<file path="src/rtl/core/raw_level_normalize_highlight_clamp_defines.svh">
// ---------------------------------------------------------------------------
// Assertion macros for the raw level normalizer
// Shared property wrappers with active-low reset masking.
// ---------------------------------------------------------------------------
`ifndef RAW_LEVEL_NORMALIZE_HIGHLIGHT_CLAMP_DEFINES_SVH
`define RAW_LEVEL_NORMALIZE_HIGHLIGHT_CLAMP_DEFINES_SVH

// same-cycle implication
`define RLNHC_ASSERT_IMPL(lbl, clk, rst_n, ante, cons) \
    lbl: assert property (@(posedge clk) disable iff (!(rst_n)) (ante) |-> (cons)) \
        else $error("rlnhc assertion failed");

// next-cycle implication
`define RLNHC_ASSERT_NEXT(lbl, clk, rst_n, ante, cons) \
    lbl: assert property (@(posedge clk) disable iff (!(rst_n)) (ante) |=> (cons)) \
        else $error("rlnhc assertion failed");

`endif

</file>
<file path="src/rtl/core/rlnhc_pkg.sv">
// ---------------------------------------------------------------------------
// rlnhc_pkg
// Shared types and constants of the raw level normalizer.
// ---------------------------------------------------------------------------
package rlnhc_pkg;

    localparam int SAMPLE_BITS_DEF = 16;
    localparam int CH_W            = 16;
    localparam int NUM_CH          = 3;
    localparam int PIPE_DEPTH      = 8;

    localparam logic [1:0] CH0     = 2'd0;
    localparam logic [1:0] CH1     = 2'd1;
    localparam logic [1:0] CH2     = 2'd2;
    localparam logic [1:0] CH_NONE = 2'd3;

    localparam logic [47:0] RST_BLACK  = 48'h0000_0000_0000;
    localparam logic [47:0] RST_SCALE  = 48'h1000_1000_1000;
    localparam logic [47:0] RST_CAP    = 48'hFFFF_FFFF_FFFF;
    localparam logic [15:0] RST_WHITE  = 16'd65535;
    localparam logic [1:0]  RST_SAT    = CH2;
    localparam logic [15:0] RST_THRESH = 16'd58982;
    localparam logic [31:0] RST_RECIP  = 32'd655404;

    localparam logic [16:0] ONE_Q16 = 17'd65536;

    typedef enum logic [2:0] {
        CFG_BLACK  = 3'd0,
        CFG_SCALE  = 3'd1,
        CFG_CAP    = 3'd2,
        CFG_WHITE  = 3'd3,
        CFG_SAT    = 3'd4,
        CFG_THRESH = 3'd5,
        CFG_RECIP  = 3'd6
    } t_cfg_idx;

    typedef logic [NUM_CH-1:0][CH_W-1:0] t_pix;

    typedef struct packed {
        logic        en;
        logic [1:0]  sat;
        logic [16:0] s;
    } t_blend_ctl;

endpackage

</file>
<file path="src/rtl/core/rlnhc_blend.sv">
// ---------------------------------------------------------------------------
// rlnhc_blend
// One channel lane: when applied, blend toward the cap and keep the lower of the two.
// ---------------------------------------------------------------------------
module rlnhc_blend (
    input  logic        i_clk,
    input  logic        i_ce,
    input  logic [15:0] i_pv,
    input  logic [15:0] i_cap,
    input  logic [16:0] i_s,
    input  logic        i_apply,
    output logic [15:0] o_res
);
    import rlnhc_pkg::*;

    logic [16:0] w_inv;
    logic [32:0] r_a;
    logic [32:0] r_b;
    logic [15:0] r_pv;
    logic        r_apply;
    logic [33:0] w_sum;
    logic [17:0] w_lim;

    assign w_inv = ONE_Q16 - i_s;

    always_ff @(posedge i_clk) begin
        if (i_ce) begin
            r_a     <= {17'd0, i_pv} * {16'd0, w_inv};
            r_b     <= {17'd0, i_cap} * {16'd0, i_s};
            r_pv    <= i_pv;
            r_apply <= i_apply;
        end
    end

    assign w_sum = {1'b0, r_a} + {1'b0, r_b} + 34'd32768;
    assign w_lim = w_sum[33:16];
    assign o_res = (r_apply && (w_lim < {2'd0, r_pv})) ? w_lim[15:0] : r_pv;

endmodule

</file>
<file path="config.mk">
export PLATFORM = sky130hd
export DESIGN_NAME = rlnhc_blend
export DESIGN_NICKNAME = d
export VERILOG_FILES = /design/src/rtl/core/raw_level_normalize_highlight_clamp_defines.svh /design/src/rtl/core/rlnhc_pkg.sv /design/src/rtl/core/rlnhc_blend.sv
export SDC_FILE = /design/constraint.sdc
export NUM_CORES = 1
export LEC_CHECK = 0
export BUFFER_PORTS_ARGS = -buffer_cell sky130_fd_sc_hd__buf_2
export CAP_MARGIN = 20
export CORE_ASPECT_RATIO = 0.5
export CORE_MARGIN = 4
export CORE_UTILIZATION = 30
export DETAILED_ROUTE_END_ITERATION = 8
export GPL_TIMING_DRIVEN = 0
export PLACE_DENSITY = 0.56
export SLEW_MARGIN = 20
export SYNTH_ARGS = -nofsm -noshare
export SYNTH_HDL_FRONTEND = slang
export SYNTH_SLANG_ARGS = --single-unit
</file>
<file path="constraint.sdc">
create_clock -name i_clk -period 16.1 [get_ports i_clk]
set_input_delay 3.22 -clock i_clk [delete_from_list [all_inputs] [get_ports i_clk]]
set_output_delay 3.22 -clock i_clk [all_outputs]
set_load 0.02 [all_outputs]
</file>
==> results.md <==
* M2 GR Usage at 27.1%
* # hold bufs at CTS at 0
* Main combinational cell family by area after synthesis: adder cells
* Data arrival, critical path at 12,390 ps
* Starting Density at 30.4%
* Initial antenna violation count at 2
* Final Max Slew Viols at 0
* Complex-gate fraction of the synthesized area at around 7.1%
* Status: finished clean
* Synth-to-Final Area Change at 8.03%
* Layout net count at about 3,300
* Critical Path Source Type: primary input
* Post-route DRC at 0
* Buf/Inv on CP at 8
* DR vias/cell at 4.70
* Total global routing overflow at 0
* Largest net degree at the start of global routing at 44
* Max_cap viols at 0
* Number of gates resized after cts at 0
* Synthesis-stage register bit count at 83
* Placed cell area at about 25,000 sq um
* Wire length per cell at 17.6 um
* Synth Area in Adders at 52.0%
* Final setup vio count at 0
* Total clock sinks at 83
* Post-synth EDFFs at 83
* CTS clk-pin slew, worst paths at 60 ps
* Pre-CTS setup slack at 3510 ps
* CTS H-tree lvls at 3
* Top Ports at 68
* CP endpoint kind: flip-flop
* Setup bufs post-CTS at 0
* CTS root buf: clkbuf_16
* Synth Warn # at 0
* Max Root-Sink Buffers at 2
* HP Class: primary input to flip-flop
* Starting DRC count in detailed routing at 805
* CP dominant cell by count: fa_1
* Die Wd at between 300 and 400 um
* Row Count at 71
* Total number of vias at 16,775
* Area of the multi-input gates at 18,200 sq um
* Global router's overall resource usage at about 16%
* Async set-reset flop share out of synthesis at 0%
* Storage cell area at around 2500 sq um
* Commonest non-fill, non-tap cell in the layout: inv_1
* Synth cell types at 66
* Vias in the first global route at between 15,000 and 20,000
* Max Clk Rate at a little over 0.08 GHz
* M1 GR Usage at 21.6%
* DRT Wirelength at 62,700 um
* Fin. Hold Viols at 0
* Global-route wire length before repair at between 100,000 and 150,000 um
* RSZ-0062 raised after global routing: false
* Slew @ Worst Pin at approximately 1100 ps
* CP max stage cell: xor2_1
* Filler Cell Count at 7,911
* Min Tclk post-route at 12,310 ps
* Critical path's top delay family: adder cells
* Period utilisation layout at 76.5%
* Proportion of layout cells with a drive suffix above 1 at under 10%
* Commonest cells after routing, fill and taps aside: 508 x inv_1, 416 x fa_1, 355 x nand2_1, 289 x ha_1, 234 x and2_1
* Post-synth top flop: edfxtp_1
* # port buffers at 50
* Crit path largest cell delay at ~800 ps
* Final ANT Viol Nets at 0
* Syn Nets at 3,236
* Simple-gate share of the synthesized area at 15.8%
* Met3 Use GR at under 10%
* Num CTS Buffers at 9
* Die Footprint at a little over 80,000 sq um
* Die Y at 204 um
* Syn Area/Cell at 9.27 sq um
* Pre-antenna DRT Iters at 5
* Placed wire-length estimate at 51,900 um
* Min Hold Slack at 3050 ps
* Setup ws final at 3790 ps
* CP required at 16,170 ps
* Multiplexer share of the synthesized area at roughly 1.1%
* Setup tns final at 0 ps
* Sequential element share of the synthesized area at between 10% and 20%
* Max-slew headroom at 27.2%
* Fin area at 24,800 sq um
* Core area at 75,500 sq um
* Grt peak-use layer: met2
* Cells after Synth at around 2,500
* CTS tree: done
* Setup Crit Path Kind: primary input to flip-flop
* CP Max Fanout at 10
* Mapped Area at roughly 23,000 sq um
* Final RePlAce weighted congestion at 0.903
* Post-synthesis xor/xnor area fraction at 3.20%
## cells in the mapped netlist (3+ instances only)
library cell | n | area, sq um
o21a_1 | 7 | 52.6
a21o_1 | 40 | 300
nor2_1 | 44 | 165
o221ai_1 | 3 | 26.3
mux2_4 | 11 | 165
edfxtp_1 | 83 | 2490
and2_1 | 234 | 1460
o21ai_0 | 42 | 210
nand3b_1 | 3 | 22.5
fa_1 | 416 | 8330
nor2b_1 | 5 | 31.3
a21boi_0 | 3 | 22.5
nand2_1 | 355 | 1330
o211a_1 | 4 | 40.0
nor4_1 | 5 | 31.3
a21oi_1 | 70 | 350
xor2_1 | 28 | 245
a211o_1 | 4 | 35.0
clkbuf_1 | 87 | 327
and4_1 | 3 | 26.3
o21bai_1 | 10 | 75.1
xnor2_1 | 54 | 473
nand3_1 | 18 | 90.1
o2111ai_1 | 3 | 26.3
buf_1 | 7 | 26.3
inv_1 | 508 | 1910
nand4_1 | 13 | 81.3
ha_1 | 289 | 3620
a31oi_1 | 11 | 68.8
or3_1 | 12 | 75.1
mux2_1 | 3 | 33.8
nand2b_1 | 7 | 43.8
and3_1 | 11 | 68.8
o211ai_1 | 6 | 45.0
nor3_1 | 18 | 90.1
mux2_2 | 3 | 33.8
buf_2 | 3 | 15.0
a211oi_1 | 19 | 143
## cell type report
class	count	area share (%)
clock inverters	4	0.171
inverters	508	7.68
flip-flops and latches	83	10.0
plain buffers	99	1.61
well taps	1022	5.15
diodes	1	0.0101
clock buffers	11	0.938
repair buffers	51	1.10
multi-input cells	1789	73.3
## final timing paths
check | depth (start not counted) | startpoint | to | slack (ps)
setup / recovery | 28 | i_s[0] | r_a[31] | 3790
hold / removal | 1 | i_apply | r_apply | 3050
## state kept, by name (all words and copies together) (netlist names)
signal	flops
r_a	33
r_apply	1
r_b	33
r_pv	16
## kinds of logic (layout without fill, tap and decap cells)
group | count (synthesis) | after routing
compound gates | 246 | 246
xor+xnor | 83 | 83
fa+ha+maj | 705 | 705
buf+inv | 607 | 673
flops | 83 | 83
mux | 18 | 18
other cells | 0 | 1
simple gates | 737 | 737
## layer usage
layer | up-vias | wire length (um)
met4 | 0 | 1660
met1 | 8473 | 28400
li1 | 7850 | -
met2 | 357 | 30200
met5 | - | 0
met3 | 95 | 2450
## per-stage QoR
stage          utilization (%)  cells
2_1_floorplan                -   2479
3_5_place_dp              32.5   3552
3_3_place_gp              32.4   3551
6_report                  32.9   3568
5_1_grt                   32.9   3568
4_1_cts                   32.9   3567
Power is left out: the tool's default activity adds up to more than one toggle a clock period on the data nets, which glitch-free logic cannot reach.
