===== config.mk =====
export PLATFORM = sky130hd
export DESIGN_NAME = rlnhc_weight
export DESIGN_NICKNAME = d
export VERILOG_FILES = /design/src/rtl/core/raw_level_normalize_highlight_clamp_defines.svh /design/src/rtl/core/rlnhc_pkg.sv /design/src/rtl/core/rlnhc_weight.sv
export SDC_FILE = /design/constraint.sdc
export NUM_CORES = 2
export LEC_CHECK = 0
export BUFFER_PORTS_ARGS = -buffer_cell sky130_fd_sc_hd__buf_2
export CORE_MARGIN = 2
export CORE_UTILIZATION = 55
export DETAILED_ROUTE_END_ITERATION = 8
export PLACE_DENSITY_LB_ADDON = 0.2
export SYNTH_ARGS = -nofsm -noshare
export SYNTH_HDL_FRONTEND = slang
export SYNTH_SLANG_ARGS = --single-unit

===== constraint.sdc =====
create_clock -name i_clk -period 11.15 [get_ports i_clk]
set_clock_uncertainty 0.2 [all_clocks]
set_input_delay 0.5575 -clock i_clk [delete_from_list [all_inputs] [get_ports i_clk]]
set_output_delay 0.5575 -clock i_clk [all_outputs]
set_load 0.01 [all_outputs]

===== src/rtl/core/raw_level_normalize_highlight_clamp_defines.svh =====
// ---------------------------------------------------------------------------
// Assertion macros for the raw level normalizer
// Shared property wrappers with active-low reset masking.
// ---------------------------------------------------------------------------
`ifndef RAW_LEVEL_NORMALIZE_HIGHLIGHT_CLAMP_DEFINES_SVH
`define RAW_LEVEL_NORMALIZE_HIGHLIGHT_CLAMP_DEFINES_SVH

// same-cycle implication
`define RLNHC_ASSERT_IMPL(lbl, clk, rst_n, ante, cons) \
    lbl: assert property (@(posedge clk) disable iff (!(rst_n)) (ante) |-> (cons)) \
        else $error("rlnhc assertion failed");

// next-cycle implication
`define RLNHC_ASSERT_NEXT(lbl, clk, rst_n, ante, cons) \
    lbl: assert property (@(posedge clk) disable iff (!(rst_n)) (ante) |=> (cons)) \
        else $error("rlnhc assertion failed");

`endif


===== src/rtl/core/rlnhc_pkg.sv =====
// ---------------------------------------------------------------------------
// rlnhc_pkg
// Shared types and constants of the raw level normalizer.
// ---------------------------------------------------------------------------
package rlnhc_pkg;

    localparam int SAMPLE_BITS_DEF = 16;
    localparam int CH_W            = 16;
    localparam int NUM_CH          = 3;
    localparam int PIPE_DEPTH      = 8;

    localparam logic [1:0] CH0     = 2'd0;
    localparam logic [1:0] CH1     = 2'd1;
    localparam logic [1:0] CH2     = 2'd2;
    localparam logic [1:0] CH_NONE = 2'd3;

    localparam logic [47:0] RST_BLACK  = 48'h0000_0000_0000;
    localparam logic [47:0] RST_SCALE  = 48'h1000_1000_1000;
    localparam logic [47:0] RST_CAP    = 48'hFFFF_FFFF_FFFF;
    localparam logic [15:0] RST_WHITE  = 16'd65535;
    localparam logic [1:0]  RST_SAT    = CH2;
    localparam logic [15:0] RST_THRESH = 16'd58982;
    localparam logic [31:0] RST_RECIP  = 32'd655404;

    localparam logic [16:0] ONE_Q16 = 17'd65536;

    typedef enum logic [2:0] {
        CFG_BLACK  = 3'd0,
        CFG_SCALE  = 3'd1,
        CFG_CAP    = 3'd2,
        CFG_WHITE  = 3'd3,
        CFG_SAT    = 3'd4,
        CFG_THRESH = 3'd5,
        CFG_RECIP  = 3'd6
    } t_cfg_idx;

    typedef logic [NUM_CH-1:0][CH_W-1:0] t_pix;

    typedef struct packed {
        logic        en;
        logic [1:0]  sat;
        logic [16:0] s;
    } t_blend_ctl;

endpackage


===== src/rtl/core/rlnhc_weight.sv =====
// ---------------------------------------------------------------------------
// rlnhc_weight
// Merge stage: pick the saturating channel, test the threshold and form
// the smoothstep blend weight; carry the pixel alongside.
// ---------------------------------------------------------------------------
module rlnhc_weight (
    input  logic                   i_clk,
    input  logic                   i_ce,
    input  rlnhc_pkg::t_pix        i_pix,
    input  logic [1:0]             i_sat,
    input  logic [15:0]            i_thresh,
    input  logic [31:0]            i_recip,
    output rlnhc_pkg::t_pix        o_pix,
    output rlnhc_pkg::t_blend_ctl  o_ctl
);
    import rlnhc_pkg::*;

    localparam int CARRY = 5;

    t_pix        r_pix [CARRY];
    logic        r_en  [CARRY];
    logic [1:0]  r_sat [CARRY];

    logic [15:0] w_nsat;
    logic        n_en;
    logic [15:0] r_diff;
    logic [47:0] r_t32;
    logic [32:0] w_t32c;
    logic [32:0] w_trnd;
    logic [16:0] n_t;
    logic [16:0] r_t;
    logic [33:0] r_tt;
    logic [32:0] w_urnd;
    logic [16:0] w_u;
    logic [17:0] w_f;
    logic [34:0] r_sp;
    logic [35:0] w_srnd;
    logic [19:0] w_sq;
    logic [16:0] n_s;
    logic [16:0] r_s;

    always_comb begin
        unique case (i_sat)
            CH0:     w_nsat = i_pix[0];
            CH1:     w_nsat = i_pix[1];
            default: w_nsat = i_pix[2];
        endcase
    end

    assign n_en = (i_sat != CH_NONE) && (w_nsat >= i_thresh);

    assign w_t32c = (r_t32 > 48'h1_0000_0000) ? 33'h1_0000_0000 : r_t32[32:0];
    assign w_trnd = w_t32c + 33'd32768;
    assign n_t    = w_trnd[32:16];

    assign w_urnd = r_tt[32:0] + 33'd32768;
    assign w_u    = w_urnd[32:16];
    assign w_f    = 18'd196608 - {r_t, 1'b0};

    assign w_srnd = {1'b0, r_sp} + 36'd32768;
    assign w_sq   = w_srnd[35:16];
    assign n_s    = (w_sq > {3'd0, ONE_Q16}) ? ONE_Q16 : w_sq[16:0];

    always_ff @(posedge i_clk) begin
        if (i_ce) begin
            r_pix[0] <= i_pix;
            r_en[0]  <= n_en;
            r_sat[0] <= i_sat;
            for (int k = 1; k < CARRY; k++) begin
                r_pix[k] <= r_pix[k-1];
                r_en[k]  <= r_en[k-1];
                r_sat[k] <= r_sat[k-1];
            end
            r_diff <= w_nsat - i_thresh;
            r_t32  <= {32'd0, r_diff} * {16'd0, i_recip};
            r_t    <= n_t;
            r_tt   <= {17'd0, n_t} * {17'd0, n_t};
            r_sp   <= {18'd0, w_u} * {17'd0, w_f};
            r_s    <= n_s;
        end
    end

    assign o_pix     = r_pix[CARRY-1];
    assign o_ctl.en  = r_en[CARRY-1];
    assign o_ctl.sat = r_sat[CARRY-1];
    assign o_ctl.s   = r_s;

endmodule


==> flow_metrics.py <==
metrics = {
    "outcome": {
        "outcome": "completed",
    },
    "yosys": {
        "yosysUniqueCellTypes": 78,
        "syn_area_per_cell_um2": 10.3,
        "synth_flop_cell": "edfxtp_1",
        "yosysSeqAreaShare_pct": 25.0,
        "syn_inst": 4542,
        "synth-seq-cells": 391,
        "synthesis.area_um2": 46900,
        "synth_warnings": 0,
        "async_flop_share_pct": 0,
        "synth_edf_count": 391,
    },
    "placement": {
        "gp_congestion": 0.925,
        "place_ws_ns": 1.44,
        "placed_area_um2": 48700,
        "place_inst": 5718,
        "io_buffers": 167,
        "dpl.hpwl_mm": 82.8,
    },
    "timing": {
        "fin_ws_ns": 1.43,
        "rsz0062_at_grt": "false",
        "hold_viol_final": 0,
        "fin_setup_tns_ns": 0,
        "fmax_mhz": 103,
        "worst_pin_slew_ns": 1.18,
        "period_minus_slack_ns": 9.72,
        "max_slew_margin_pct": 21.3,
        "setup_violations": 0,
        "slew_violations": 0,
        "finalCritPeriodShare_pct": 87.2,
    },
    "setup_path": {
        "critPathArrivalTime_ns": 9.84,
        "path_common_cell": "inv_1",
        "timing.rr.end": "r_tt[31]",
        "critPathKind": "flip-flop to flip-flop",
        "r2r_start": "r_t32[10]",
        "cp_data_required_time_ns": 11.27,
        "critPathMaxStageDelay_ns": 0.56,
        "setup.worst_path.start_class": "flip-flop",
        "path_max_fanout": 10,
        "r2r_setup_slack_ns": 1.43,
        "worst-r2r-cell-count": 36,
        "end_kind": "flip-flop",
        "cp_slowest_cell": "fa_1",
    },
    "grt": {
        "antenna_found_initial": 1,
        "grt_pass1_wl_mm": 173,
        "grt_max_degree": 89,
        "gr-total-overflow": 0,
        "grt_usage_pct": 25.2,
        "grt_pass1_vias": 32700,
    },
    "cells_and_area": {
        "layout-drive-gt1-share_pct": 6.79,
        "final.fill_count": 7240,
        "syn2layout_area_growth_pct": 7.81,
        "stdcell_count": 5843,
        "antenna_cells": 0,
        "fin_nets": 5943,
        "final_area_um2": 50500,
    },
    "floorplan": {
        "dieArea_um2": 87600,
        "dieWidth_um": 296,
        "die_h_um": 296,
        "core_area_um2": 84900,
        "start_util_pct": 55.2,
        "fp-row-count": 107,
        "ios": 168,
    },
    "clock_network": {
        "htreeDepth": 2,
        "cts_buffers": 43,
        "cts_tree": "yes",
        "clk_pin_slew_ns": 0.06,
        "cts.path.max_buffers": 3,
        "clk_latency_ns": 0.59,
        "cts_setup_buffers": 0,
        "cts.sinks": 391,
        "cts_root_buffer": "clkbuf_16",
    },
    "detailed_routing": {
        "dr.pass1.iters": 5,
        "wl_per_cell_um": 18.3,
        "wirelength_mm": 107,
        "viasPerCell": 5.30,
        "vias": 31000,
        "drt_iter0_markers": 1752,
        "ant_nets": 0,
        "post-route-drc-count": 0,
    },
    "min_path": {
        "hold-path-cell-count": 0,
        "holdCritPathClass": "flip-flop to flip-flop",
        "worstHoldStart": "r_pix[0][106]",
        "holdPathEnd": "r_pix[0][154]",
    },
    "run": {
        "maxCapViolCount": 0,
    },
}
[through the flow]
stage                     hold slack [ns]  utilization (%)
final                               0.214             59.6
after global routing                0.210             59.6
after CTS                           0.203             59.6
after detailed placement            0.205             57.4
after global placement              0.200             57.4
after floorplan                     0.200                -
[layout make-up]
| cell class | count | area [um^2] | share of cell area, % |
|---|---|---|---|
| Clock buffer | 50 | 1100 | 2.18 |
| Clock inverter | 27 | 262 | 0.517 |
| Inverter | 978 | 3670 | 7.26 |
| Multi-Input combinational cell | 2980 | 30600 | 60.5 |
| Sequential cell | 391 | 11700 | 23.2 |
| Tap cell | 1144 | 1430 | 2.83 |
| Timing Repair Buffer | 273 | 1760 | 3.49 |
[kinds of logic after synthesis]
| family | synth area share [%] |
|---|---|
| simple gates | 12.7 |
| buf+inv | 9.87 |
| fa+ha+maj | 44.7 |
| flops | 25.0 |
| compound gates | 3.97 |
| xor+xnor | 3.21 |
| mux | 0.462 |
| other cells | 0.0160 |
[critical path: cells and delay by family (launching register included)]
kind                       cells  cell delay, ns
muxes                          1            0.23
buffers and inverters          7            0.91
adders and majority gates      8            3.54
xor gates and xnor gates       1            0.14
DFF                            1            0.37
and+or+nand+nor               14            2.96
AOI/OAI and AO/OA              5            1.11
[layout by cell type, fill, tap and decap left out, types with 32 or more instances in the layout]
cell type,synthesis,final
xor2_1,71,69
o21ai_0,60,60
nand3_1,44,44
buf_2,3,166
a21oi_1,75,75
ha_1,345,345
and2_1,192,192
nand2b_1,32,32
clkbuf_16,0,43
nor2_1,233,233
dlygate4sd3_1,0,48
edfxtp_1,391,391
buf_4,52,58
fa_1,831,831
xnor2_1,101,99
nand2_1,679,679
a21o_1,46,46
inv_1,970,970
[what timing repair did]
item / 4_1_cts / 5_1_grt
hold buffers: 48 / 0
gates resized for setup: 0 / 0
hold endpoints to repair: 48 / 0
endpoints found under the setup margin: 0 / 0
[Yosys cell counts (all sizes together), types with 4 or more instances]
cell type / n / area [um^2]
a21oi: 76 / 384
nor2: 233 / 875
xnor2: 101 / 885
a21o: 46 / 345
xor2: 71 / 622
and4: 8 / 70.1
edfxtp: 391 / 11700
or3: 5 / 31.3
clkinv: 7 / 26.3
ha: 345 / 4320
mux2i: 19 / 190
nand3: 44 / 220
nor3: 29 / 155
o31ai: 6 / 55.1
o21ai: 67 / 335
a21boi: 4 / 30.0
buf: 56 / 409
or2: 8 / 50.1
fa: 831 / 16600
nor4: 18 / 119
a221oi: 4 / 41.3
a31oi: 15 / 93.8
nor2b: 19 / 119
nand2: 679 / 2550
o21a: 14 / 105
a211oi: 8 / 77.6
inv: 971 / 3640
o21bai: 8 / 63.8
and3: 21 / 131
or4: 4 / 30.0
clkbuf: 146 / 548
and2: 193 / 1210
nand4: 15 / 100
nand2b: 32 / 200
[flip-flops by register name, indices dropped and copies added (netlist names), 10 cells and up]
| name | flops |
|---|---|
| r_pix | 240 |
| r_t32 | 48 |
| r_sp | 20 |
| r_tt | 18 |
| r_s | 17 |
| r_t | 17 |
| r_diff | 16 |
| r_sat | 10 |
[metal layers]
layer | part of all wire (%) | up-vias | GRT usage (%)
li1 | - | 14100 | -
met1 | 41 | 15800 | 33.0
met3 | 5.2 | 210 | 3.01
met5 | 0.012 | - | 0
met2 | 51 | 879 | 44.4
met4 | 3.0 | 2 | 7.27
[worst max-delay path by stage]
stage / startpoint / endpoint / slack, ns / cells after the start
after detailed placement: r_t32[10] / r_tt[32] / 1.44 / 38
after CTS: r_t32[10] / r_tt[32] / 1.43 / 38
after global routing: r_t32[10] / r_tt[32] / 0.83 / 38
after floorplan: r_t32[10] / r_tt[32] / 2.31 / 37
after global placement: r_t32[10] / r_tt[31] / 1.69 / 36
final: r_t32[10] / r_tt[31] / 1.43 / 36
Power is left out: the tool's default activity adds up to more than one toggle a clock period on the data nets, which glitch-free logic cannot reach.
