==> config.mk <==
export PLATFORM = sky130hd
export DESIGN_NAME = rlnhc_norm
export DESIGN_NICKNAME = d
export VERILOG_FILES = /design/src/rtl/core/raw_level_normalize_highlight_clamp_defines.svh /design/src/rtl/core/rlnhc_pkg.sv /design/src/rtl/core/rlnhc_norm.sv
export SDC_FILE = /design/constraint.sdc
export NUM_CORES = 1
export LEC_CHECK = 0
export ABC_AREA = 1
export BUFFER_PORTS_ARGS = -buffer_cell sky130_fd_sc_hd__buf_2
export CAP_MARGIN = 20
export CORE_MARGIN = 1.5
export CORE_UTILIZATION = 60
export DETAILED_ROUTE_END_ITERATION = 8
export PLACE_DENSITY = 0.91
export SLEW_MARGIN = 20
export SYNTH_ARGS = -nofsm -noshare
export SYNTH_HDL_FRONTEND = slang
export SYNTH_SLANG_ARGS = --single-unit
==> constraint.sdc <==
create_clock -name i_clk -period 9.1 [get_ports i_clk]
set_clock_uncertainty 0.1 [all_clocks]
set_input_delay 1.365 -clock i_clk [delete_from_list [all_inputs] [get_ports i_clk]]
set_output_delay 1.365 -clock i_clk [all_outputs]
set_load 0.01 [all_outputs]
==> src/rtl/core/raw_level_normalize_highlight_clamp_defines.svh <==
// ---------------------------------------------------------------------------
// Assertion macros for the raw level normalizer
// Shared property wrappers with active-low reset masking.
// ---------------------------------------------------------------------------
`ifndef RAW_LEVEL_NORMALIZE_HIGHLIGHT_CLAMP_DEFINES_SVH
`define RAW_LEVEL_NORMALIZE_HIGHLIGHT_CLAMP_DEFINES_SVH

// same-cycle implication
`define RLNHC_ASSERT_IMPL(lbl, clk, rst_n, ante, cons) \
    lbl: assert property (@(posedge clk) disable iff (!(rst_n)) (ante) |-> (cons)) \
        else $error("rlnhc assertion failed");

// next-cycle implication
`define RLNHC_ASSERT_NEXT(lbl, clk, rst_n, ante, cons) \
    lbl: assert property (@(posedge clk) disable iff (!(rst_n)) (ante) |=> (cons)) \
        else $error("rlnhc assertion failed");

`endif

==> src/rtl/core/rlnhc_pkg.sv <==
// ---------------------------------------------------------------------------
// rlnhc_pkg
// Shared types and constants of the raw level normalizer.
// ---------------------------------------------------------------------------
package rlnhc_pkg;

    localparam int SAMPLE_BITS_DEF = 16;
    localparam int CH_W            = 16;
    localparam int NUM_CH          = 3;
    localparam int PIPE_DEPTH      = 8;

    localparam logic [1:0] CH0     = 2'd0;
    localparam logic [1:0] CH1     = 2'd1;
    localparam logic [1:0] CH2     = 2'd2;
    localparam logic [1:0] CH_NONE = 2'd3;

    localparam logic [47:0] RST_BLACK  = 48'h0000_0000_0000;
    localparam logic [47:0] RST_SCALE  = 48'h1000_1000_1000;
    localparam logic [47:0] RST_CAP    = 48'hFFFF_FFFF_FFFF;
    localparam logic [15:0] RST_WHITE  = 16'd65535;
    localparam logic [1:0]  RST_SAT    = CH2;
    localparam logic [15:0] RST_THRESH = 16'd58982;
    localparam logic [31:0] RST_RECIP  = 32'd655404;

    localparam logic [16:0] ONE_Q16 = 17'd65536;

    typedef enum logic [2:0] {
        CFG_BLACK  = 3'd0,
        CFG_SCALE  = 3'd1,
        CFG_CAP    = 3'd2,
        CFG_WHITE  = 3'd3,
        CFG_SAT    = 3'd4,
        CFG_THRESH = 3'd5,
        CFG_RECIP  = 3'd6
    } t_cfg_idx;

    typedef logic [NUM_CH-1:0][CH_W-1:0] t_pix;

    typedef struct packed {
        logic        en;
        logic [1:0]  sat;
        logic [16:0] s;
    } t_blend_ctl;

endpackage

==> src/rtl/core/rlnhc_norm.sv <==
// ---------------------------------------------------------------------------
// rlnhc_norm
// One channel lane: black subtract, Q4.12 scale, round and clip to white.
// ---------------------------------------------------------------------------
module rlnhc_norm #(
    parameter int SAMPLE_BITS = rlnhc_pkg::SAMPLE_BITS_DEF
) (
    input  logic        i_clk,
    input  logic        i_ce,
    input  logic [15:0] i_x,
    input  logic [15:0] i_black,
    input  logic [15:0] i_scale,
    input  logic [15:0] i_white,
    output logic [15:0] o_n
);
    import rlnhc_pkg::*;

    localparam logic [15:0] SAMPLE_MAX = 16'((32'd1 << SAMPLE_BITS) - 32'd1);

    logic [15:0] w_x;
    logic [15:0] w_d;
    logic [31:0] n_prod;
    logic        n_pos;
    logic [31:0] r_prod;
    logic        r_pos;
    logic [32:0] w_rnd;
    logic [20:0] w_q;
    logic [15:0] n_n;
    logic [15:0] r_n;

    assign w_x    = i_x & SAMPLE_MAX;
    assign w_d    = w_x - i_black;
    assign n_pos  = w_x > i_black;
    assign n_prod = {16'd0, w_d} * {16'd0, i_scale};

    assign w_rnd = {1'b0, r_prod} + 33'd2048;
    assign w_q   = w_rnd[32:12];

    always_comb begin
        if (!r_pos) begin
            n_n = '0;
        end else if (w_q > {5'd0, i_white}) begin
            n_n = i_white;
        end else begin
            n_n = w_q[15:0];
        end
    end

    always_ff @(posedge i_clk) begin
        if (i_ce) begin
            r_prod <= n_prod;
            r_pos  <= n_pos;
            r_n    <= n_n;
        end
    end

    assign o_n = r_n;

endmodule

==> impl_results.html, run 1 <==
<table>
<tr><th>Metric</th><th>Value</th></tr>
<tr><th colspan="2">Global routing</th></tr>
<tr><td>Pin count of the biggest net entering global routing</td><td>39</td></tr>
<tr><td>Via count of the first global-routing pass</td><td>10,695</td></tr>
<tr><td>Initial antenna violation count</td><td>0</td></tr>
<tr><td>First-pass GRT wire length</td><td>53,200 um</td></tr>
<tr><td>Global route total overflow</td><td>0</td></tr>
<tr><td>All-Layer GR Usage</td><td>33.9%</td></tr>
<tr><th colspan="2">Critical path</th></tr>
<tr><td>Source of the worst register-to-register timing path</td><td>r_prod[11]$_DFFE_PP_</td></tr>
<tr><td>Critical Path Source Type</td><td>input port</td></tr>
<tr><td>Combined buffer and inverter count along the critical path</td><td>5</td></tr>
<tr><td>Data arrival time of the worst path</td><td>8.36 ns</td></tr>
<tr><td>Delay of the slowest cell on the worst path</td><td>0.55 ns</td></tr>
<tr><td>Kind of cell adding the most delay to the critical path</td><td>adder cells</td></tr>
<tr><td>Critical-path cell with the highest stage delay</td><td>sky130_fd_sc_hd__fa_1</td></tr>
<tr><td>Sort of element at the end of the critical path</td><td>flip-flop</td></tr>
<tr><td>Critical path's most frequent cell</td><td>sky130_fd_sc_hd__nand2_1</td></tr>
<tr><td>Crit. Startpoint</td><td>i_x[2]</td></tr>
<tr><td>Worst Path Max Fanout</td><td>10</td></tr>
<tr><td>Data required, critical path</td><td>9.04 ns</td></tr>
<tr><td>Classification of the worst setup path</td><td>input port to flip-flop</td></tr>
<tr><th colspan="2">Clocking</th></tr>
<tr><td>Largest buffer count on any clock path</td><td>2</td></tr>
<tr><td>Total of cells resized after clock tree synthesis</td><td>0</td></tr>
<tr><td>H-tree levels</td><td>2</td></tr>
<tr><td>Clock tree from TritonCTS</td><td>built</td></tr>
<tr><td>Number of clock sinks</td><td>38</td></tr>
<tr><td>Root cell of the clock tree</td><td>sky130_fd_sc_hd__clkbuf_16</td></tr>
<tr><td>Number of buffers created by CTS</td><td>5</td></tr>
<tr><td>Clock input transition at the sequential cells of the worst setup and hold paths</td><td>0.06 ns</td></tr>
<tr><td>Postcts setup bufs</td><td>0</td></tr>
<tr><td>Clock latency at the later pin of the worst-skew pair</td><td>0.28 ns</td></tr>
<tr><td>Count of hold buffers inserted by post-cts repair</td><td>0</td></tr>
<tr><th colspan="2">Floorplanning</th></tr>
<tr><td>Starting utilization of the core area</td><td>61.0%</td></tr>
<tr><td>I/O Pins</td><td>82</td></tr>
<tr><td>Std-Cell Rows</td><td>51</td></tr>
<tr><td>Width of the die</td><td>143 um</td></tr>
<tr><td>Floorplan die area</td><td>20,600 um2</td></tr>
<tr><td>Area of the core</td><td>19,400 um2</td></tr>
<tr><td>Die outline height</td><td>143 um</td></tr>
<tr><th colspan="2">Drt</th></tr>
<tr><td>Highest routing layer actually used</td><td>met4</td></tr>
<tr><td>Wire length on met3</td><td>3670 um</td></tr>
<tr><td>DR pass1 iterations</td><td>5</td></tr>
<tr><td>Routed metal-1 wire length</td><td>12,900 um</td></tr>
<tr><td>Routed Wire Length</td><td>32,900 um</td></tr>
<tr><td>Number of nets with antenna violations after routing</td><td>0</td></tr>
<tr><td>Detailed-route via count</td><td>10,544</td></tr>
<tr><td>Iteration-0 DRC count of the detailed router</td><td>946</td></tr>
<tr><td>Routed len/inst</td><td>17.7 um</td></tr>
<tr><td>Via density</td><td>5.65</td></tr>
<tr><td>DRC violations left</td><td>0</td></tr>
<tr><td>Routed length on met2</td><td>15,400 um</td></tr>
<tr><th colspan="2">Timing</th></tr>
<tr><td>Worst hold slack after final layout</td><td>0.754 ns</td></tr>
<tr><td>Fin crit period</td><td>8.42 ns</td></tr>
<tr><td>Final count of negative-setup-slack endpoints</td><td>0</td></tr>
<tr><td>Maximum frequency from static timing analysis</td><td>0.119 GHz</td></tr>
<tr><td>Final count of hold timing violations</td><td>0</td></tr>
<tr><td>Post-route fraction of the period consumed by the critical path</td><td>92.6%</td></tr>
<tr><td>Final number of max-transition violations</td><td>0</td></tr>
<tr><td>Final-layout setup total negative slack</td><td>0 ns</td></tr>
<tr><td>Actual slew at the worst max-slew pin</td><td>1.01 ns</td></tr>
<tr><td>RSZ-0062 raised after global routing</td><td>no</td></tr>
<tr><td>Worst slew margin relative to its limit</td><td>32.7%</td></tr>
<tr><th colspan="2">Min path</th></tr>
<tr><td>Origin of the worst min-delay path</td><td>r_prod[20]$_DFFE_PP_</td></tr>
<tr><td>Class of the most critical hold timing path</td><td>flip-flop to flip-flop</td></tr>
<tr><th colspan="2">Logic synthesis</th></tr>
<tr><td>Register area share after synthesis</td><td>9.64%</td></tr>
<tr><td>Mapped Area</td><td>11,800 um2</td></tr>
<tr><td>Number of nets produced by synthesis</td><td>1,927</td></tr>
<tr><td>Post-synthesis average cell area</td><td>7.72 um2</td></tr>
<tr><td>Count of mapped cells out of synthesis</td><td>1,533</td></tr>
<tr><td>Synth Warn #</td><td>0</td></tr>
<tr><td>Synth Register Bits</td><td>38</td></tr>
<tr><td>Yosys cell types</td><td>43</td></tr>
<tr><th colspan="2">Placed design</th></tr>
<tr><td>Sum of net half-perimeters after detailed placement</td><td>27,600 um</td></tr>
<tr><td>Final weighted congestion in routability-driven placement</td><td>1.00</td></tr>
<tr><td>Quantity of I/O buffers inserted on ports</td><td>81</td></tr>
<tr><th colspan="2">Layout</th></tr>
<tr><td>Area growth syn-to-layout</td><td>7.06%</td></tr>
<tr><td>Count of nets after finishing</td><td>1,994</td></tr>
<tr><td>Share of final-layout standard cells stronger than drive strength 1</td><td>8.68%</td></tr>
<tr><td># diodes</td><td>0</td></tr>
<tr><th colspan="2">Outcome</th></tr>
<tr><td>Run status</td><td>finished clean</td></tr>
<tr><th colspan="2">Job</th></tr>
<tr><td>Max-capacitance violation count</td><td>0</td></tr>
</table>
-- synth_stat cells --
master                     count  area share, %
sky130_fd_sc_hd__xor2_2        2           0.27
sky130_fd_sc_hd__nor3_2        1          0.085
sky130_fd_sc_hd__a31oi_1       3           0.16
sky130_fd_sc_hd__or2_2        11           0.58
sky130_fd_sc_hd__buf_6         3           0.29
sky130_fd_sc_hd__clkinv_1      1          0.032
sky130_fd_sc_hd__o21a_1        1          0.063
sky130_fd_sc_hd__o21ai_2       1          0.074
sky130_fd_sc_hd__nand2_1     266            8.4
sky130_fd_sc_hd__a21o_1        4           0.25
sky130_fd_sc_hd__o211ai_1      1          0.063
sky130_fd_sc_hd__o21ai_0      31            1.3
sky130_fd_sc_hd__nand3_2       3           0.25
sky130_fd_sc_hd__a211oi_1      3           0.19
sky130_fd_sc_hd__a21boi_0      2           0.13
sky130_fd_sc_hd__o21bai_1      4           0.25
sky130_fd_sc_hd__a221oi_1      2           0.15
sky130_fd_sc_hd__ha_1        134             14
sky130_fd_sc_hd__o211a_1       1          0.085
sky130_fd_sc_hd__xor2_1       24            1.8
sky130_fd_sc_hd__buf_2         5           0.21
sky130_fd_sc_hd__nand3_4       1           0.15
sky130_fd_sc_hd__nor2_2        2           0.11
sky130_fd_sc_hd__clkbuf_1     22           0.70
sky130_fd_sc_hd__nand3b_1      5           0.32
sky130_fd_sc_hd__xnor2_1      11           0.81
sky130_fd_sc_hd__inv_1       361             11
sky130_fd_sc_hd__buf_4         1          0.063
sky130_fd_sc_hd__nand2_2       7           0.37
sky130_fd_sc_hd__edfxtp_1     38            9.6
sky130_fd_sc_hd__nor3_1       14           0.59
sky130_fd_sc_hd__clkbuf_2      1          0.042
sky130_fd_sc_hd__a21oi_1      67            2.8
sky130_fd_sc_hd__nor4_1        2           0.11
sky130_fd_sc_hd__o21ai_1       3           0.13
sky130_fd_sc_hd__nor2_1      195            6.2
sky130_fd_sc_hd__nand4_1       7           0.37
sky130_fd_sc_hd__inv_2         3          0.095
sky130_fd_sc_hd__buf_1         2          0.063
sky130_fd_sc_hd__a21oi_2       4           0.30
sky130_fd_sc_hd__nand3_1      86            3.6
sky130_fd_sc_hd__fa_1        194             33
sky130_fd_sc_hd__nor2_4        4           0.38
-- flip-flops by register name (all words and copies together) (netlist names) --
register / cells
r_prod: 21
r_pos: 1
o_n: 16
-- tightest hold or removal path: stages, from the launching register on --
cell	delay, ns
sky130_fd_sc_hd__edfxtp_1	0.44
sky130_fd_sc_hd__xor2_1	0.11
sky130_fd_sc_hd__nand3_1	0.07
sky130_fd_sc_hd__nand2_1	0.05
sky130_fd_sc_hd__nor2_1	0.07
-- through the flow --
stage                     instances  setup slack, ns  utilization, %  area, um2
after detailed placement       1858            0.465            64.5      12500
after CTS                      1866            0.754            65.3      12700
final                          1866            0.677            65.3      12700
after global placement         1858            0.445            64.5      12500
after global routing           1866            0.245            65.3      12700
after floorplan                1533             1.34               -      11800
-- layout make-up --
cell class | count | area [um2]
clock inverters | 1 | 30.0
fillers | 1698 | 6730
inverters | 365 | 1370
clock buffers | 7 | 133
multi-input cells | 1096 | 9160
flip-flops and latches | 38 | 1140
well taps | 265 | 332
repair buffers | 94 | 503
-- kinds of logic (layout without fill, tap and decap cells) --
group	after synthesis	count (layout)	synth area share (%)
xor gates and xnor gates	37	37	2.87
DFF	38	38	9.64
and+or+nand+nor	604	604	21.6
adders and majority gates	328	328	47.0
buffers and inverters	399	467	12.9
AOI/OAI and AO/OA	127	127	5.98
-- cells in the final DEF (no fill, tap or decap), types with 4 or more instances in the layout --
cell	count
sky130_fd_sc_hd__buf_2	81
sky130_fd_sc_hd__nand2_1	266
sky130_fd_sc_hd__nand2_2	7
sky130_fd_sc_hd__nand3_1	86
sky130_fd_sc_hd__o21ai_0	31
sky130_fd_sc_hd__inv_1	361
sky130_fd_sc_hd__edfxtp_1	38
sky130_fd_sc_hd__nand4_1	7
sky130_fd_sc_hd__fa_1	194
sky130_fd_sc_hd__o21bai_1	4
sky130_fd_sc_hd__xor2_1	24
sky130_fd_sc_hd__xnor2_1	11
sky130_fd_sc_hd__buf_4	13
sky130_fd_sc_hd__nor3_1	14
sky130_fd_sc_hd__ha_1	134
sky130_fd_sc_hd__a21oi_1	67
sky130_fd_sc_hd__or2_2	11
sky130_fd_sc_hd__clkbuf_16	5
sky130_fd_sc_hd__a21o_1	4
sky130_fd_sc_hd__a21oi_2	4
sky130_fd_sc_hd__nor2_1	195
sky130_fd_sc_hd__nor2_4	4
sky130_fd_sc_hd__nand3b_1	5
-- final timing paths --
path	slack, ns	to	depth (start not counted)
max	0.68	r_prod[26]$_DFFE_PP_	31
min	0.75	o_n[8]$_SDFFCE_PN0P_	4
max reg2reg	5.10	o_n[10]$_SDFFCE_PN0P_	17
min reg2reg	0.75	o_n[8]$_SDFFCE_PN0P_	4
-- per-layer routing --
layer / GRT usage, % / vias to the layer above
met3: 8.20 / 76
met1: 44.1 / 5096
met2: 56.1 / 571
met5: 0 / -
met4: 9.88 / 0
li1: - / 4801
Power of run 1 is not shown: default switching activity piles up to over one toggle a cycle in this logic, so the estimate is an artifact.
==> run 2, diff against run 1 <==
- ABC_AREA: 1 -> default
==> run 2 against run 1 <==
Routed wire length down 13%. Core utilization up 0.25 points. Sequential cell count unchanged. Global-route usage down 5.6 points. Critical endpoint is now r_prod[29]$_DFFE_PP_. First-iteration DRC count down 20%. Maximum frequency down 3.2%. Synthesized cell count down 8.0%. Non-clock buffer count up 14.
==> impl_results.html, run 2 <==
<table>
<tr><th>Metric</th><th>Value</th></tr>
<tr><th colspan="2">Critical path</th></tr>
<tr><td>Delay of the slowest cell on the worst path</td><td>0.56 ns (was 0.55 ns)</td></tr>
<tr><td>Data arrival time of the worst path</td><td>8.62 ns (was 8.36 ns)</td></tr>
<tr><td>Sort of element at the end of the critical path</td><td>flip-flop (unchanged)</td></tr>
<tr><td>Combined buffer and inverter count along the critical path</td><td>7 (was 5)</td></tr>
<tr><td>Data required, critical path</td><td>9.02 ns (was 9.04 ns)</td></tr>
<tr><td>Critical Path Source Type</td><td>input port (unchanged)</td></tr>
<tr><td>Worst Path Max Fanout</td><td>15 (was 10)</td></tr>
<tr><td>Critical path's most frequent cell</td><td>sky130_fd_sc_hd__fa_1 (was sky130_fd_sc_hd__nand2_1)</td></tr>
<tr><td>Critical-path cell with the highest stage delay</td><td>sky130_fd_sc_hd__fa_1 (unchanged)</td></tr>
<tr><td>Classification of the worst setup path</td><td>input port to flip-flop (unchanged)</td></tr>
<tr><td>Kind of cell adding the most delay to the critical path</td><td>adder cells (unchanged)</td></tr>
<tr><th colspan="2">Drt</th></tr>
<tr><td>Number of nets with antenna violations after routing</td><td>0 (unchanged)</td></tr>
<tr><td>Detailed-route via count</td><td>10,087 (was 10,544)</td></tr>
<tr><td>DR pass1 iterations</td><td>5 (unchanged)</td></tr>
<tr><td>Routed len/inst</td><td>16.8 um (was 17.7 um)</td></tr>
<tr><td>Via density</td><td>5.90 (was 5.65)</td></tr>
<tr><td>Iteration-0 DRC count of the detailed router</td><td>754 (was 946)</td></tr>
<tr><td>DRC violations left</td><td>0 (unchanged)</td></tr>
<tr><td>Routed Wire Length</td><td>28,700 um (was 32,900 um)</td></tr>
<tr><th colspan="2">Floorplanning</th></tr>
<tr><td>Width of the die</td><td>145 um (was 143 um)</td></tr>
<tr><td>Std-Cell Rows</td><td>51 (unchanged)</td></tr>
<tr><td>Area of the core</td><td>19,700 um2 (was 19,400 um2)</td></tr>
<tr><td>Die outline height</td><td>145 um (was 143 um)</td></tr>
<tr><td>Starting utilization of the core area</td><td>61.8% (was 61.0%)</td></tr>
<tr><td>Floorplan die area</td><td>21,100 um2 (was 20,600 um2)</td></tr>
<tr><td>I/O Pins</td><td>82 (unchanged)</td></tr>
<tr><th colspan="2">Clocking</th></tr>
<tr><td>H-tree levels</td><td>2 (unchanged)</td></tr>
<tr><td>Number of clock sinks</td><td>38 (unchanged)</td></tr>
<tr><td>Clock input transition at the sequential cells of the worst setup and hold paths</td><td>0.05 ns (was 0.06 ns)</td></tr>
<tr><td>Clock latency at the later pin of the worst-skew pair</td><td>0.28 ns (about the same)</td></tr>
<tr><td>Largest buffer count on any clock path</td><td>2 (unchanged)</td></tr>
<tr><td>Count of hold buffers inserted by post-cts repair</td><td>0 (unchanged)</td></tr>
<tr><td>Root cell of the clock tree</td><td>sky130_fd_sc_hd__clkbuf_16 (unchanged)</td></tr>
<tr><td>Number of buffers created by CTS</td><td>5 (unchanged)</td></tr>
<tr><td>Clock tree from TritonCTS</td><td>built (unchanged)</td></tr>
<tr><th colspan="2">Logic synthesis</th></tr>
<tr><td>Number of synthesized flops with an enable pin</td><td>38 (unchanged)</td></tr>
<tr><td>Area fraction of the dominant cell type after synthesis</td><td>32.0% (was 32.8%)</td></tr>
<tr><td>Yosys cell types</td><td>64 (was 43)</td></tr>
<tr><td>Post-synthesis average cell area</td><td>8.60 um2 (was 7.72 um2)</td></tr>
<tr><td>Register area share after synthesis</td><td>9.40% (was 9.64%)</td></tr>
<tr><td>Synth Register Bits</td><td>38 (unchanged)</td></tr>
<tr><td>Synth Warn #</td><td>0 (unchanged)</td></tr>
<tr><td>Most used standard cells in the synthesized netlist</td><td>262 x sky130_fd_sc_hd__inv_1, 194 x sky130_fd_sc_hd__fa_1, 180 x sky130_fd_sc_hd__nand2_1 (was 361 x sky130_fd_sc_hd__inv_1, 266 x sky130_fd_sc_hd__nand2_1, 195 x sky130_fd_sc_hd__nor2_1)</td></tr>
<tr><td>Top FF cell, synth</td><td>sky130_fd_sc_hd__edfxtp_1 (unchanged)</td></tr>
<tr><td>Library cell with the largest summed area after synthesis</td><td>sky130_fd_sc_hd__fa_1 (unchanged)</td></tr>
<tr><td>Dominant cell by count in the synthesized netlist</td><td>sky130_fd_sc_hd__inv_1 (unchanged)</td></tr>
<tr><td>Count of mapped cells out of synthesis</td><td>1,411 (was 1,533)</td></tr>
<tr><td>Ys async rst share</td><td>0% (unchanged)</td></tr>
<tr><td>Number of nets produced by synthesis</td><td>1,805 (was 1,927)</td></tr>
<tr><td>Top area cells in the synthesized netlist</td><td>sky130_fd_sc_hd__fa_1 32%, sky130_fd_sc_hd__ha_1 14%, sky130_fd_sc_hd__edfxtp_1 9.4% (was sky130_fd_sc_hd__fa_1 33%, sky130_fd_sc_hd__ha_1 14%, sky130_fd_sc_hd__inv_1 11%)</td></tr>
<tr><td>Mapped Area</td><td>12,100 um2 (was 11,800 um2)</td></tr>
<tr><th colspan="2">Layout</th></tr>
<tr><td># diodes</td><td>0 (unchanged)</td></tr>
<tr><td>Fillcell total</td><td>1,538 (was 1,698)</td></tr>
<tr><td>Count of nets after finishing</td><td>1,838 (was 1,994)</td></tr>
<tr><td>Footprint of the multi-input gates</td><td>9680 um2 (was 9160 um2)</td></tr>
<tr><td>Share of final-layout standard cells stronger than drive strength 1</td><td>9.20% (was 8.68%)</td></tr>
<tr><td>Commonest non-fill, non-tap cell in the layout</td><td>sky130_fd_sc_hd__inv_1 (unchanged)</td></tr>
<tr><td>Most frequent cells in the layout</td><td>262 x sky130_fd_sc_hd__inv_1, 194 x sky130_fd_sc_hd__fa_1, 180 x sky130_fd_sc_hd__nand2_1 (was 361 x sky130_fd_sc_hd__inv_1, 266 x sky130_fd_sc_hd__nand2_1, 195 x sky130_fd_sc_hd__nor2_1)</td></tr>
<tr><td>Number of flip-flops under the largest register name</td><td>21 (unchanged)</td></tr>
<tr><td>Most flop-heavy register</td><td>r_prod (unchanged)</td></tr>
<tr><td>Area used by sequential logic in the layout</td><td>1140 um2 (unchanged)</td></tr>
<tr><td>Area growth syn-to-layout</td><td>6.14% (was 7.06%)</td></tr>
<tr><th colspan="2">Global routing</th></tr>
<tr><td>Pin count of the biggest net entering global routing</td><td>39 (unchanged)</td></tr>
<tr><td>All-Layer GR Usage</td><td>28.3% (was 33.9%)</td></tr>
<tr><td>Global route total overflow</td><td>0 (unchanged)</td></tr>
<tr><td>First-pass GRT wire length</td><td>49,100 um (was 53,200 um)</td></tr>
<tr><td>Initial antenna violation count</td><td>0 (unchanged)</td></tr>
<tr><td>Via count of the first global-routing pass</td><td>10,578 (was 10,695)</td></tr>
<tr><th colspan="2">Timing</th></tr>
<tr><td>Final count of negative-setup-slack endpoints</td><td>0 (unchanged)</td></tr>
<tr><td>Actual slew at the worst max-slew pin</td><td>1.02 ns (was 1.01 ns)</td></tr>
<tr><td>Final number of max-transition violations</td><td>0 (unchanged)</td></tr>
<tr><td>Post-route fraction of the period consumed by the critical path</td><td>95.6% (was 92.6%)</td></tr>
<tr><td>Worst slew margin relative to its limit</td><td>31.8% (was 32.7%)</td></tr>
<tr><td>Final count of hold timing violations</td><td>0 (unchanged)</td></tr>
<tr><td>Fin crit period</td><td>8.70 ns (was 8.42 ns)</td></tr>
<tr><td>Final-layout setup total negative slack</td><td>0 ns (unchanged)</td></tr>
<tr><td>RSZ-0062 raised after global routing</td><td>no (unchanged)</td></tr>
<tr><td>Maximum frequency from static timing analysis</td><td>0.115 GHz (was 0.119 GHz)</td></tr>
<tr><th colspan="2">Min path</th></tr>
<tr><td>Class of the most critical hold timing path</td><td>flip-flop to flip-flop (unchanged)</td></tr>
<tr><th colspan="2">Placed design</th></tr>
<tr><td>Sum of net half-perimeters after detailed placement</td><td>23,400 um (was 27,600 um)</td></tr>
<tr><td>Final weighted congestion in routability-driven placement</td><td>0.964 (was 1.00)</td></tr>
<tr><td>Quantity of I/O buffers inserted on ports</td><td>81 (unchanged)</td></tr>
<tr><th colspan="2">Outcome</th></tr>
<tr><td>Run status</td><td>finished clean (unchanged)</td></tr>
<tr><th colspan="2">Job</th></tr>
<tr><td>Max-capacitance violation count</td><td>0 (unchanged)</td></tr>
</table>
[run 2: logic make-up after synthesis]
family	after synthesis	share of synthesized area (%)
and+or+nand+nor	478	20.1
buffers and inverters	344	10.9
adders and majority gates	328	45.8
AOI/OAI and AO/OA	178	10.5
xor gates and xnor gates	45	3.25
DFF	38	9.40
[run 2: stage by stage]
stage | hold WS (ns) | instance area (um2) | worst slack, ns | util, % | cells
4_1_cts | 0.671 | 12900 | 0.287 | 65.5 | 1710
2_1_floorplan | 0.544 | 12100 | 0.709 | - | 1411
3_5_place_dp | 0.662 | 12700 | 0.00939 | 64.8 | 1702
3_3_place_gp | 0.655 | 12700 | 0.269 | 64.8 | 1702
5_1_grt | 0.709 | 12900 | 0.00202 | 65.6 | 1710
6_report | 0.673 | 12900 | 0.401 | 65.6 | 1710
[run 2: worst register-to-register path: stages, from the launching register on]
cell and delay, ns:
sky130_fd_sc_hd__edfxtp_1 0.37, sky130_fd_sc_hd__ha_1 0.21, sky130_fd_sc_hd__nand2_1 0.12, sky130_fd_sc_hd__nor2_1 0.19, sky130_fd_sc_hd__and3_1 0.23, sky130_fd_sc_hd__nand3_1 0.13, sky130_fd_sc_hd__xnor2_1 0.31, sky130_fd_sc_hd__ha_1 0.32
sky130_fd_sc_hd__a21o_1 0.17, sky130_fd_sc_hd__a2111oi_0 0.54, sky130_fd_sc_hd__o211ai_1 0.24, sky130_fd_sc_hd__a221oi_4 0.89, sky130_fd_sc_hd__o21ai_0 0.26
[run 2: final timing paths]
kind              cells after the start                     to  slack, ns                 start
setup / recovery                     29   r_prod[29]$_DFFE_PP_       0.40                i_x[0]
hold / removal                        3  o_n[15]$_SDFFCE_PN0P_       0.67  r_prod[27]$_DFFE_PP_
setup reg to reg                     12  o_n[11]$_SDFFCE_PN0P_       4.72  r_prod[11]$_DFFE_PP_
hold reg to reg                       3  o_n[15]$_SDFFCE_PN0P_       0.67  r_prod[27]$_DFFE_PP_
[run 2: area by class of cell]
| type | count | area share, % |
|---|---|---|
| Clock buffer | 6 | 1.00 |
| Clock inverter | 2 | 0.0680 |
| Inverter | 262 | 7.63 |
| Multi-Input combinational cell | 1029 | 75.2 |
| Sequential cell | 38 | 8.86 |
| Tap cell | 265 | 2.57 |
| Timing Repair Buffer | 108 | 4.72 |
[run 2: per-layer routing]
layer	track usage, %	vias to the layer above	routed length (um)
li1	-	4601	-
met1	35.5	4891	11300
met2	49.6	497	14300
met3	4.53	98	2320
met4	9.39	0	834
met5	0	-	0
[run 2: timing repair]
action,CTS,global route
endpoints found under the setup margin,0,6
setup buffers,0,0
gates resized for setup,0,3
Power of run 2 is left out for the same reason.
==> run 3, diff against run 2 <==
- CORE_UTILIZATION: 60 -> 48
- PLACE_DENSITY: 0.91 -> 0.68
- clock period: 9.1 -> 7.56 ns (I/O delays scaled with it)
==> run 3 against run 2 <==
The flow now finishes with violations (setup timing). Global-route usage is 5.2 points lower. Critical path depth is 3 higher. Worst hold slack better by 0.012 ns. Sequential cell count stayed put. Core utilization is 6.0 points lower. Die area is 24% higher. Routed wire length is 0.77% higher. Worst setup slack worse by 0.68 ns. Count of clock-buffer cells in the layout is 1 lower. Register-to-register slack worse by 0.94 ns. First-iteration DRC count is 38% lower.
==> impl_results.html, run 3 (same netlist as run 2, synthesis figures left out) <==
<table>
<tr><th>Metric</th><th>Value</th></tr>
<tr><th colspan="2">Drt</th></tr>
<tr><td>Wire length on met3</td><td>1120 um (was 2320 um)</td></tr>
<tr><td>Routed length on met2</td><td>15,100 um (was 14,300 um)</td></tr>
<tr><td>Routed metal-1 wire length</td><td>11,800 um (was 11,300 um)</td></tr>
<tr><td>Detailed-route via count</td><td>10,248 (was 10,087)</td></tr>
<tr><td>Highest routing layer actually used</td><td>met4 (unchanged)</td></tr>
<tr><td>Via density</td><td>5.37 (was 5.90)</td></tr>
<tr><td>DRC violations left</td><td>0 (unchanged)</td></tr>
<tr><td>DR pass1 iterations</td><td>5 (unchanged)</td></tr>
<tr><td>Number of nets with antenna violations after routing</td><td>0 (unchanged)</td></tr>
<tr><td>Iteration-0 DRC count of the detailed router</td><td>468 (was 754)</td></tr>
<tr><td>Routed Wire Length</td><td>28,900 um (was 28,700 um)</td></tr>
<tr><td>Routed len/inst</td><td>15.2 um (was 16.8 um)</td></tr>
<tr><th colspan="2">Clocking</th></tr>
<tr><td>Largest buffer count on any clock path</td><td>2 (unchanged)</td></tr>
<tr><td>Clock tree from TritonCTS</td><td>built (unchanged)</td></tr>
<tr><td>Number of clock sinks</td><td>38 (unchanged)</td></tr>
<tr><td>Clock input transition at the sequential cells of the worst setup and hold paths</td><td>0.06 ns (was 0.05 ns)</td></tr>
<tr><td>Clock latency at the later pin of the worst-skew pair</td><td>0.28 ns (about the same)</td></tr>
<tr><td>H-tree levels</td><td>2 (unchanged)</td></tr>
<tr><td>Root cell of the clock tree</td><td>sky130_fd_sc_hd__clkbuf_16 (unchanged)</td></tr>
<tr><td>Number of buffers created by CTS</td><td>5 (unchanged)</td></tr>
<tr><th colspan="2">Outcome</th></tr>
<tr><td>Run status</td><td>finished, violations left (was finished clean)</td></tr>
<tr><td>Violated checks</td><td>setup timing</td></tr>
<tr><th colspan="2">Critical path</th></tr>
<tr><td>Classification of the worst setup path</td><td>input port to flip-flop (unchanged)</td></tr>
<tr><td>Data required, critical path</td><td>7.47 ns (was 9.02 ns)</td></tr>
<tr><td>Sort of element at the end of the critical path</td><td>flip-flop (unchanged)</td></tr>
<tr><td>Worst Path Max Fanout</td><td>4 (was 15)</td></tr>
<tr><td>Critical Path Source Type</td><td>input port (unchanged)</td></tr>
<tr><td>Data arrival time of the worst path</td><td>7.76 ns (was 8.62 ns)</td></tr>
<tr><td>Critical-path cell with the highest stage delay</td><td>sky130_fd_sc_hd__fa_1 (unchanged)</td></tr>
<tr><td>Critical path's most frequent cell</td><td>sky130_fd_sc_hd__fa_1 (unchanged)</td></tr>
<tr><td>Delay of the slowest cell on the worst path</td><td>0.54 ns (was 0.56 ns)</td></tr>
<tr><th colspan="2">Timing</th></tr>
<tr><td>Worst slew margin relative to its limit</td><td>36.2% (was 31.8%)</td></tr>
<tr><td>Final-layout setup total negative slack</td><td>-1.61 ns (was 0 ns)</td></tr>
<tr><td>Maximum frequency from static timing analysis</td><td>0.128 GHz</td></tr>
<tr><td>Post-route fraction of the period consumed by the critical path</td><td>104%</td></tr>
<tr><td>Fin crit period</td><td>7.84 ns</td></tr>
<tr><td>Final count of hold timing violations</td><td>0 (unchanged)</td></tr>
<tr><td>Final count of negative-setup-slack endpoints</td><td>11 (was 0)</td></tr>
<tr><td>RSZ-0062 raised after global routing</td><td>yes (was no)</td></tr>
<tr><td>Worst Slack Setup Final</td><td>-0.281 ns (was 0.401 ns)</td></tr>
<tr><td>Final number of max-transition violations</td><td>0 (unchanged)</td></tr>
<tr><td>Actual slew at the worst max-slew pin</td><td>0.957 ns (was 1.02 ns)</td></tr>
<tr><th colspan="2">Layout</th></tr>
<tr><td>Commonest non-fill, non-tap cell in the layout</td><td>sky130_fd_sc_hd__inv_1 (unchanged)</td></tr>
<tr><td>Most flop-heavy register</td><td>r_prod (unchanged)</td></tr>
<tr><td>Area growth syn-to-layout</td><td>22.4% (was 6.14%)</td></tr>
<tr><td># diodes</td><td>0 (unchanged)</td></tr>
<tr><td>Count of nets after finishing</td><td>1,970 (was 1,838)</td></tr>
<tr><td>Non-Filler Instances</td><td>1,907 (was 1,710)</td></tr>
<tr><td>Share of final-layout standard cells stronger than drive strength 1</td><td>24.0% (was 9.20%)</td></tr>
<tr><td>Most frequent cells in the layout</td><td>241 x sky130_fd_sc_hd__inv_1, 189 x sky130_fd_sc_hd__fa_1, 172 x sky130_fd_sc_hd__nand2_1 (was 262 x sky130_fd_sc_hd__inv_1, 194 x sky130_fd_sc_hd__fa_1, 180 x sky130_fd_sc_hd__nand2_1)</td></tr>
<tr><td>Number of flip-flops under the largest register name</td><td>21 (unchanged)</td></tr>
<tr><th colspan="2">Floorplanning</th></tr>
<tr><td>I/O Pins</td><td>82 (unchanged)</td></tr>
<tr><td>Floorplan die area</td><td>26,300 um2 (was 21,100 um2)</td></tr>
<tr><td>Die outline height</td><td>162 um (was 145 um)</td></tr>
<tr><td>Area of the core</td><td>25,000 um2 (was 19,700 um2)</td></tr>
<tr><td>Std-Cell Rows</td><td>58 (was 51)</td></tr>
<tr><td>Width of the die</td><td>162 um (was 145 um)</td></tr>
<tr><td>Starting utilization of the core area</td><td>48.6% (was 61.8%)</td></tr>
<tr><th colspan="2">Global routing</th></tr>
<tr><td>First-pass GRT wire length</td><td>49,600 um (was 49,100 um)</td></tr>
<tr><td>Via count of the first global-routing pass</td><td>10,862 (was 10,578)</td></tr>
<tr><td>Pin count of the biggest net entering global routing</td><td>39 (unchanged)</td></tr>
<tr><td>All-Layer GR Usage</td><td>23.0% (was 28.3%)</td></tr>
<tr><td>Global route total overflow</td><td>0 (unchanged)</td></tr>
<tr><td>Initial antenna violation count</td><td>0 (unchanged)</td></tr>
<tr><th colspan="2">Placed design</th></tr>
<tr><td>Quantity of I/O buffers inserted on ports</td><td>81 (unchanged)</td></tr>
<tr><td>Sum of net half-perimeters after detailed placement</td><td>23,400 um (about the same)</td></tr>
<tr><td>Final weighted congestion in routability-driven placement</td><td>0.841 (was 0.964)</td></tr>
<tr><td>Count of placed standard cells including taps</td><td>1,871 (was 1,702)</td></tr>
<tr><th colspan="2">Min path</th></tr>
<tr><td>Class of the most critical hold timing path</td><td>flip-flop to flip-flop (unchanged)</td></tr>
<tr><th colspan="2">Job</th></tr>
<tr><td>Max-capacitance violation count</td><td>0 (unchanged)</td></tr>
</table>
## run 3: worst max-delay path, delay by kind of cell
family | cells | cell delay (ns)
compound gates | 8 | 1.23
buf+inv | 10 | 0.85
fa+ha+maj | 9 | 3.77
simple gates | 4 | 0.60
xor+xnor | 1 | 0.18
## run 3: layer usage
metal / vias up / track usage, %
met3: 45 / 1.99
met4: 0 / 6.67
met1: 5078 / 28.2
met5: - / 0
li1: 4882 / -
met2: 243 / 43.1
## run 3: path summary, 6_finish.rpt
| path | cells after the start | endpoint | slack (ns) | startpoint |
|---|---|---|---|---|
| worst min register to register | 3 | o_n[0]$_SDFFCE_PN0P_ | 0.68 | r_prod[12]$_DFFE_PP_ |
| worst max register to register | 14 | o_n[5]$_SDFFCE_PN0P_ | 3.78 | r_prod[17]$_DFFE_PP_ |
| worst max-delay path | 32 | r_prod[31]$_DFFE_PP_ | -0.28 | i_x[0] |
| worst min-delay path | 3 | o_n[0]$_SDFFCE_PN0P_ | 0.68 | r_prod[12]$_DFFE_PP_ |
## run 3: layout make-up
type                       count  area (um2)
timing repair buffer         240        1740
clock buffer                   5         125
fill                        2221       10100
inverter                     262         998
multi-input combinational   1029       10400
sequential                    38        1140
clock inverter                 3        68.8
tap                          330         413
## run 3: repair_timing
action	in CTS	in global routing
hold buffers	0	0
gates cloned	0	0
pin swaps	50	95
setup endpoints to repair	17	19
buffers inserted	11	18
resized for setup	50	72
## run 3: stage by stage
step           hold WS [ns]  setup slack (ns)  area [um2]  utilization [%]
3_5_place_dp          0.676            -0.791       13900             55.6
5_1_grt               0.717            -0.501       14900             59.5
4_1_cts               0.697            -0.275       14400             57.9
2_1_floorplan         0.544            -0.171       12400                -
3_3_place_gp          0.665            -0.631       13900             55.6
6_report              0.684            -0.281       14900             59.5
Power of run 3 is left out for the same reason.
